===== config.mk =====
export PLATFORM = sky130hd
export DESIGN_NAME = pbu_ctrl
export DESIGN_NICKNAME = d
export VERILOG_FILES = /design/src/pbu_pkg.sv /design/src/pbu_ctrl.sv
export SDC_FILE = /design/constraint.sdc
export NUM_CORES = 1
export LEC_CHECK = 0
export BUFFER_PORTS_ARGS = -buffer_cell sky130_fd_sc_hd__buf_2
export CAP_MARGIN = 30
export CORE_MARGIN = 10
export CORE_UTILIZATION = 30
export DETAILED_ROUTE_END_ITERATION = 8
export HOLD_SLACK_MARGIN = 0.02
export PLACE_DENSITY_LB_ADDON = 0.15
export SYNTH_ARGS = -nofsm -noshare
export SYNTH_HDL_FRONTEND = slang
export SYNTH_SLANG_ARGS = --single-unit

===== constraint.sdc =====
create_clock -name clk -period 2.05 [get_ports clk]
set_clock_uncertainty 0.2 [all_clocks]
set_input_delay 0.3075 -clock clk [delete_from_list [all_inputs] [get_ports clk]]
set_output_delay 0.3075 -clock clk [all_outputs]
set_load 0.05 [all_outputs]

===== src/pbu_pkg.sv =====
// ----------------------------------------------------------------------------
// pbu_pkg: shared types and constants for the belief update block
// Item and result structs, item opcodes, datapath commands, fixed widths.
// ----------------------------------------------------------------------------
package pbu_pkg;

  // Default sizing
  localparam int NUM_STATES_DEF       = 2;
  localparam int NUM_ACTIONS_DEF      = 4;
  localparam int NUM_OBSERVATIONS_DEF = 4;
  localparam int MAX_ALPHAS_DEF       = 16;

  // Fixed widths
  localparam int PW  = 17;  // Q1.16 probability
  localparam int SW  = 34;  // sum of two products
  localparam int UW  = 51;  // observation * sum
  localparam int TW  = 52;  // total of two unnormalized values
  localparam int RW  = 53;  // divider remainder
  localparam int QW  = 16;  // quotient bits
  localparam int AVW = 51;  // alpha value, Q19.32
  localparam int CW  = 5;   // alpha_count register
  localparam int DIV_STEPS = 16;

  localparam logic [PW-1:0] ONE_Q16  = 17'd65536;
  localparam logic [PW-1:0] HALF_Q16 = 17'd32768;

  // Item opcodes
  localparam logic [2:0] OP_RESET  = 3'd0;
  localparam logic [2:0] OP_TRANS  = 3'd1;
  localparam logic [2:0] OP_OBS    = 3'd2;
  localparam logic [2:0] OP_ALPHA  = 3'd3;
  localparam logic [2:0] OP_UPDATE = 3'd4;

  // Result status codes
  localparam logic [1:0] ST_OK       = 2'd0;
  localparam logic [1:0] ST_ZERO_TOT = 2'd1;
  localparam logic [1:0] ST_NO_LINES = 2'd2;

  // Datapath commands
  localparam logic [4:0] DP_NOP    = 5'd0;
  localparam logic [4:0] DP_LOAD   = 5'd1;
  localparam logic [4:0] DP_BRESET = 5'd2;
  localparam logic [4:0] DP_WRITE  = 5'd3;
  localparam logic [4:0] DP_RD0    = 5'd4;
  localparam logic [4:0] DP_RD1    = 5'd5;
  localparam logic [4:0] DP_M1     = 5'd6;
  localparam logic [4:0] DP_ADD    = 5'd7;
  localparam logic [4:0] DP_ML     = 5'd8;
  localparam logic [4:0] DP_MH     = 5'd9;
  localparam logic [4:0] DP_U      = 5'd10;
  localparam logic [4:0] DP_TOT    = 5'd11;
  localparam logic [4:0] DP_DINIT  = 5'd12;
  localparam logic [4:0] DP_DSTEP  = 5'd13;
  localparam logic [4:0] DP_DRND   = 5'd14;
  localparam logic [4:0] DP_COMMIT = 5'd15;
  localparam logic [4:0] DP_ARD    = 5'd16;
  localparam logic [4:0] DP_AMUL   = 5'd17;
  localparam logic [4:0] DP_ACMP   = 5'd18;
  localparam logic [4:0] DP_OUT    = 5'd19;

  typedef struct packed {
    logic [2:0]         action;
    logic               from_state;
    logic               to_state;
    logic [1:0]         act_index;
    logic [1:0]         obs_index;
    logic [16:0]        probability;
    logic [3:0]         alpha_slot;
    logic [3:0]         alpha_choice;
    logic signed [31:0] alpha_slope;
    logic signed [31:0] alpha_intercept;
  } in_item_t;

  typedef struct packed {
    logic [16:0] belief_first;
    logic [16:0] belief_second;
    logic [3:0]  chosen_action;
    logic [1:0]  status;
  } out_item_t;

  typedef struct packed {
    logic [4:0] op;
    logic       j;         // target state of the current step
    logic       first;     // first alpha line of the scan
    logic       no_lines;  // effective alpha count is zero
  } cmd_t;

  typedef struct packed {
    logic [2:0] op;        // opcode of the held item
    logic       tot_zero;
    logic       out_free;
  } sts_t;

endpackage


===== src/pbu_ctrl.sv =====
// ----------------------------------------------------------------------------
// pbu_ctrl: sequencer for the belief update block
// Walks each item through load, then a table write, a belief reset or an update.
// ----------------------------------------------------------------------------
module pbu_ctrl #(
  parameter int MAX_ALPHAS = pbu_pkg::MAX_ALPHAS_DEF,
  parameter int CNTW       = $clog2(MAX_ALPHAS + 1)
) (
  input  logic                 clk,
  input  logic                 rst,
  input  logic                 item_valid,
  output logic                 item_ready,
  input  logic                 cfg_valid,
  output logic                 cfg_ready,
  input  logic [4:0]           cfg_data,
  output pbu_pkg::cmd_t        cmd,
  output logic [CNTW-1:0]      k,
  input  pbu_pkg::sts_t        sts
);
  import pbu_pkg::*;

  localparam logic [4:0] S_IDLE   = 5'd0;
  localparam logic [4:0] S_DEC    = 5'd1;
  localparam logic [4:0] S_RD0    = 5'd2;
  localparam logic [4:0] S_RD1    = 5'd3;
  localparam logic [4:0] S_M1     = 5'd4;
  localparam logic [4:0] S_ADD    = 5'd5;
  localparam logic [4:0] S_ML     = 5'd6;
  localparam logic [4:0] S_MH     = 5'd7;
  localparam logic [4:0] S_U      = 5'd8;
  localparam logic [4:0] S_TOT    = 5'd9;
  localparam logic [4:0] S_CHK    = 5'd10;
  localparam logic [4:0] S_DINIT  = 5'd11;
  localparam logic [4:0] S_DSTEP  = 5'd12;
  localparam logic [4:0] S_DRND   = 5'd13;
  localparam logic [4:0] S_COMMIT = 5'd14;
  localparam logic [4:0] S_ARD    = 5'd15;
  localparam logic [4:0] S_AMUL   = 5'd16;
  localparam logic [4:0] S_ACMP   = 5'd17;
  localparam logic [4:0] S_FIN    = 5'd18;

  logic [4:0]      state, state_next;
  logic            j, j_next;
  logic [3:0]      dcnt, dcnt_next;
  logic [CNTW-1:0] k_next;
  logic [CW-1:0]   alpha_count;
  logic [CNTW-1:0] cnt_eff;

  assign cfg_ready  = 1'b1;
  assign item_ready = (state == S_IDLE);

  // alpha_count above the table size is clamped
  assign cnt_eff = (32'(alpha_count) > MAX_ALPHAS) ? CNTW'(MAX_ALPHAS)
                                                   : CNTW'(alpha_count);

  always_ff @(posedge clk) begin
    if (rst) begin
      state       <= S_IDLE;
      j           <= 1'b0;
      dcnt        <= '0;
      k           <= '0;
      alpha_count <= '0;
    end else begin
      state <= state_next;
      j     <= j_next;
      dcnt  <= dcnt_next;
      k     <= k_next;
      if (cfg_valid) begin
        alpha_count <= cfg_data;
      end
    end
  end

  always_comb begin
    state_next   = state;
    j_next       = j;
    dcnt_next    = dcnt;
    k_next       = k;
    cmd.op       = DP_NOP;
    cmd.j        = j;
    cmd.first    = (k == '0);
    cmd.no_lines = (cnt_eff == '0);
    unique case (state)
      S_IDLE: begin
        if (item_valid) begin
          cmd.op     = DP_LOAD;
          state_next = S_DEC;
        end
      end
      S_DEC: begin
        state_next = S_IDLE;
        unique case (sts.op) inside
          OP_RESET:                  cmd.op = DP_BRESET;
          OP_TRANS, OP_OBS, OP_ALPHA: cmd.op = DP_WRITE;
          OP_UPDATE: begin
            j_next     = 1'b0;
            state_next = S_RD0;
          end
          default: cmd.op = DP_NOP;
        endcase
      end
      S_RD0: begin cmd.op = DP_RD0; state_next = S_RD1; end
      S_RD1: begin cmd.op = DP_RD1; state_next = S_M1;  end
      S_M1:  begin cmd.op = DP_M1;  state_next = S_ADD; end
      S_ADD: begin cmd.op = DP_ADD; state_next = S_ML;  end
      S_ML:  begin cmd.op = DP_ML;  state_next = S_MH;  end
      S_MH:  begin cmd.op = DP_MH;  state_next = S_U;   end
      S_U: begin
        cmd.op = DP_U;
        if (!j) begin
          j_next     = 1'b1;
          state_next = S_RD0;
        end else begin
          state_next = S_TOT;
        end
      end
      S_TOT: begin cmd.op = DP_TOT; state_next = S_CHK; end
      S_CHK: begin
        j_next     = 1'b0;
        state_next = sts.tot_zero ? S_COMMIT : S_DINIT;
      end
      S_DINIT: begin
        cmd.op     = DP_DINIT;
        dcnt_next  = '0;
        state_next = S_DSTEP;
      end
      S_DSTEP: begin
        cmd.op    = DP_DSTEP;
        dcnt_next = dcnt + 4'd1;
        if (dcnt == 4'(DIV_STEPS - 1)) begin
          state_next = S_DRND;
        end
      end
      S_DRND: begin
        cmd.op = DP_DRND;
        if (!j) begin
          j_next     = 1'b1;
          state_next = S_DINIT;
        end else begin
          state_next = S_COMMIT;
        end
      end
      S_COMMIT: begin
        cmd.op     = DP_COMMIT;
        k_next     = '0;
        state_next = (cnt_eff == '0) ? S_FIN : S_ARD;
      end
      S_ARD:  begin cmd.op = DP_ARD;  state_next = S_AMUL; end
      S_AMUL: begin cmd.op = DP_AMUL; state_next = S_ACMP; end
      S_ACMP: begin
        cmd.op = DP_ACMP;
        k_next = k + CNTW'(1);
        state_next = (k == cnt_eff - CNTW'(1)) ? S_FIN : S_ARD;
      end
      S_FIN: begin
        if (sts.out_free) begin
          cmd.op     = DP_OUT;
          state_next = S_IDLE;
        end
      end
      default: state_next = S_IDLE;
    endcase
  end

  a_one_item: assert property (@(posedge clk) disable iff (rst)
    (item_valid && item_ready) |=> !item_ready)
    else $error("second item taken while one is in work");

  a_out_free: assert property (@(posedge clk) disable iff (rst)
    (cmd.op == DP_OUT) |-> sts.out_free)
    else $error("result written over an untaken beat");

  a_scan_range: assert property (@(posedge clk) disable iff (rst)
    (state == S_ARD) |-> (k < cnt_eff))
    else $error("alpha scan past the line count");

endmodule


Yosys cells after proc, flatten, opt, wreduce, memory -nomap -nowiden --
Cells that the tools add are included.
Cells by class: $add $sub $neg 3, order comparisons 1, equality and inequality tests 28, muxes and demuxes 19, reductions and logical operators 11
Operators with widths (count):
- 5-bit case mux with 19 select lines | 1
- 5-bit case mux with 18 select lines | 1
- 5-bit by 4-bit == test with 1-bit output, second input constant | 8
- 5-bit two-way mux | 7
- 5-bit by 3-bit == test with 1-bit output, second input constant | 4
- 5-bit == test, second input constant | 3
- 5-bit zero test | 3
- 5-bit by 2-bit == test with 1-bit output, second input constant | 2
- 5-bit case mux with 2 select lines | 1
- 2-bit inequality test, second input constant | 4
- 4-bit case mux with 2 select lines | 1
- 3-bit by 2-bit == test with 1-bit output, second input constant | 2
- 3-bit two-way mux | 2
- 5-bit by 1-bit adder with 5-bit output, second input constant | 1
- 5-bit by 1-bit == test with 1-bit output, second input constant | 1
- 5-bit == test | 1
- 5-bit > comparator, second input constant | 1
- 5-bit by 1-bit subtractor with 5-bit output, second input constant | 1
- 4-bit by 1-bit adder with 4-bit output, second input constant | 1
- 4-bit == test, second input constant | 1
- 4-bit two-way mux | 1
- 2-bit case mux with 2 select lines | 1
- 2-bit nonzero test | 2
- 3-bit by 1-bit == test with 1-bit output, second input constant | 1
- other kinds (10) | 11
Word-level totals: register bits 20, input bits 14, output and inout port bits 15, logic and storage cells 67

Logic depth before layout (Yosys ltp) --
word-level depth 6, gate-level depth with buffers 7, depth with buffers taken out 7

Worst setup path after synthesis --
Ideal clock, no wire load.
kind reg-to-output, start point register k[0], end point output cmd[1] (netlist name), data arrival time 2378 ps, required time 1542 ps, slack -835 ps, cell stages (with the launch flop) 4, path buffers 0, cells stage by stage dfxtp_1 -> inv_1 -> ha_1 -> nor4b_1
RTL lines:
- start, declared | line pbu_ctrl.sv:17 | output logic [CNTW-1:0] k,
- start signal, assigned | line pbu_ctrl.sv:67 | k <= k_next;
- end, declared | line pbu_ctrl.sv:16 | output pbu_pkg::cmd_t cmd,

Final worst setup path --
start point register state[3], end point output item_ready
Between the ends: word-level cells in the longest chain between the ends 1
RTL lines:
- start, declared | line pbu_ctrl.sv:42 | logic [4:0] state, state_next;
- start signal, assigned | line pbu_ctrl.sv:64 | state <= state_next;
- 5-bit zero test | line pbu_ctrl.sv:50 | assign item_ready = (state == S_IDLE);
- end, declared | line pbu_ctrl.sv:12 | output logic item_ready,
No other way between the ends.

==> results.cfg <==
[final_layout]
multiInputGateArea_sq_um = 1170
fill_cells = 498
areaGrowthSynthToFinish_pct = 44.8
stdcell_count = 325
finalNetCount = 277
seqCellArea_sq_um = 423
drive_gt1_share_pct = 39.5
insertedDiodeCount = 0

[power]
p_int_mw = 1.06
p_leak_nw = 0.887
combPwrFrac_pct = 59.0
ir_worst_vdd_uv = 371
power.density_nw_per_um2 = 834
p_sw_mw = 0.766
p_sw_share_pct = 41.9
total_power_mw = 1.83
clkPwrFrac_pct = 14.6
seq_power_share_pct = 26.5

[die]
die_w_um = 91.1
initial_core_util_pct = 31.5
die_h_um = 91.1
core_area_sq_um = 4820
rows = 25
die_area_sq_um = 8290
io_pins = 29

[grt]
grt_max_degree = 22
grt_usage_pct = 11.0
grt_pass1_vias = 1539
grt_pass1_wl_um = 7730
antenna_found_initial = 0
grt_overflow = 0

[placed_design]
dp_cells = 313
gp_congestion = 0.841
port_buffers = 27
place_hpwl_um = 3500

[route]
vias = 1676
ant_nets = 0
drt-pass1-iter-count = 4
wl_per_cell_um = 14.3
routed_wl_um = 4660
vias_per_cell = 5.16
route.detailed.drc = 0
drt_first_iter_violations = 96

[job]
drv_cap = 0

[yosys]
ys_types = 47
netlist_top_cells_area = dfxtp_1, a21oi_1, nor2_1
synthTopCellsByCount = nor2_1, a21oi_1, dfxtp_1
ys.flop_type = dfxtp_1
avgSynthCellArea_sq_um = 7.28
async_flop_share_pct = 0
synth-seq-area-share_pct = 26.4
netlist_area_sq_um = 1520
synthDominantCellAreaShare_pct = 26.4
yosysWarningCount = 0
synth_fp_nets = 226
yosys.area.top_type = dfxtp_1
ys_seq_elements = 20
synth_edf_count = 0
netlist_instances = 208
synth_most_common_cell = nor2_1

[worst_setup_path]
arrival_ns = 1.53
critPathKind = register to output pin
cp_slowest_cell = or3_4
r2r_start = alpha_count[1]
rr_endpoint = state[4]
cp_cell_sequence = buf_4, or3_4, nor3_2, buf_6
end_kind = output pin
endpoint = item_ready
crit_start = state[3]
worstRegToRegCells = 7
r2r_slack_ns = 0.11
worstPathRequired_ns = 1.54
crit_fanout = 8
slowest_delay_ns = 0.42
start_kind = register

[timing]
drv_slew = 0
rsz0062_at_grt = true
hold_violations = 0
finalCritPeriodShare_pct = 99.2
fin_crit_ns = 2.03
max_freq_mhz = 492
holdWs_ns = 0.0790
setup_violations = 0

[clock_tree]
cts.path.max_buffers = 2
cts_max_level = 1
hold_buffers = 0
clk_pin_slew_ns = 0.07
cts_buffers = 3
cts-root-buf = clkbuf_8
cts_tree = done
clock_latency_ns = 0.26
cts.sinks = 20

[outcome]
outcome = completed

[worst_hold_path]
hold_path.class = input pin to register
power groups by stage:
stage                     Clock [mW]  Combinational (mW)  Sequential [mW]
after floorplan                    0               0.625            0.437
after global placement             0               0.889            0.476
after detailed placement           0               0.879            0.476
after CTS                      0.280               0.965            0.474
after global routing           0.297                1.15            0.492
final                          0.267                1.08            0.484
layout by cell type, fill, tap and decap left out, types with 3 or more instances in the layout:
cell      instances
buf_4            33
nor2_1           22
buf_2            20
a21oi_1          17
dfxtp_1          14
nand2_1          12
o21ai_0          11
buf_6             8
nand3_1           7
mux2i_1           7
a31oi_1           6
dfxtp_4           6
inv_1             4
o21ai_1           4
nor2_2            4
xnor2_1           4
nand2b_4          3
nor3_2            3
nand2b_1          3
a21oi_2           3
a22oi_1           3
xor2_1            3
nor2b_1           3
nor3_1            3
a41oi_1           3
a211oi_1          3
ha_1              3
clkbuf_8          3
through the flow:
stage          util (%)  worst slack [ns]  cell area [sq um]  setup TNS (ns)
6_report           45.5            0.0170               2190               0
5_1_grt            45.5           -0.0321               2190          -0.141
4_1_cts            42.9           -0.0294               2060         -0.0551
3_5_place_dp       40.3            0.0233               1940               0
3_3_place_gp       40.3           -0.0595               1940         -0.0595
2_1_floorplan         -            -0.370               1590           -1.27
sequential cells by signal (all words and copies together), names as in the netlist:
name and cells:
dcnt 4, state 5, j 1, alpha_count 5, k 5
layout make-up:
class | count | share of cell area, %
clock buffers | 4 | 2.05
multi-input cells | 167 | 53.2
inverters | 5 | 1.03
repair buffers | 62 | 20.7
well taps | 67 | 3.82
flip-flops and latches | 20 | 19.3
cell families (layout without fill, tap and decap cells):
kind of cell | Yosys count | count (layout) | share of synthesized area, %
and+or+nand+nor | 82 | 82 | 28.4
buffers and inverters | 21 | 71 | 5.95
muxes | 7 | 7 | 4.62
adders and majority gates | 4 | 4 | 3.30
AOI/OAI and AO/OA | 66 | 66 | 27.0
DFF | 20 | 20 | 26.4
other | 1 | 1 | 0.247
xor gates and xnor gates | 7 | 7 | 4.05
what timing repair did:
| action | CTS | global route |
|---|---|---|
| setup endpoints to repair | 7 | 11 |
| gates resized for setup | 23 | 28 |
| setup buffers | 2 | 6 |
| pin swaps | 2 | 7 |
worst min-delay path by stage:
stage                     start             end  depth (start not counted)  slack (ns)
floorplan               dcnt[3]         dcnt[3]                          1        0.24
global placement        dcnt[3]         dcnt[3]                          1        0.27
detailed placement      dcnt[3]         dcnt[3]                          1        0.27
CTS                 cfg_data[0]  alpha_count[0]                          3        0.08
global route        cfg_data[2]  alpha_count[2]                          3        0.07
finish              cfg_data[0]  alpha_count[0]                          3        0.08
critical path: cells and delay by family, from the launching register on:
family | cells | cell delay (ns)
buffers and inverters | 2 | 0.34
and+or+nand+nor | 2 | 0.55
DFF | 1 | 0.37
routing by layer:
layer / routed length (um) / up-vias / track usage, %
li1: - / 854 / -
met1: 2480 / 793 / 15.2
met2: 2000 / 27 / 16.8
met3: 167 / 2 / 3.05
met4: 10 / 0 / 1.57
met5: 0 / - / 0
(Power assumes the default switching activity.)
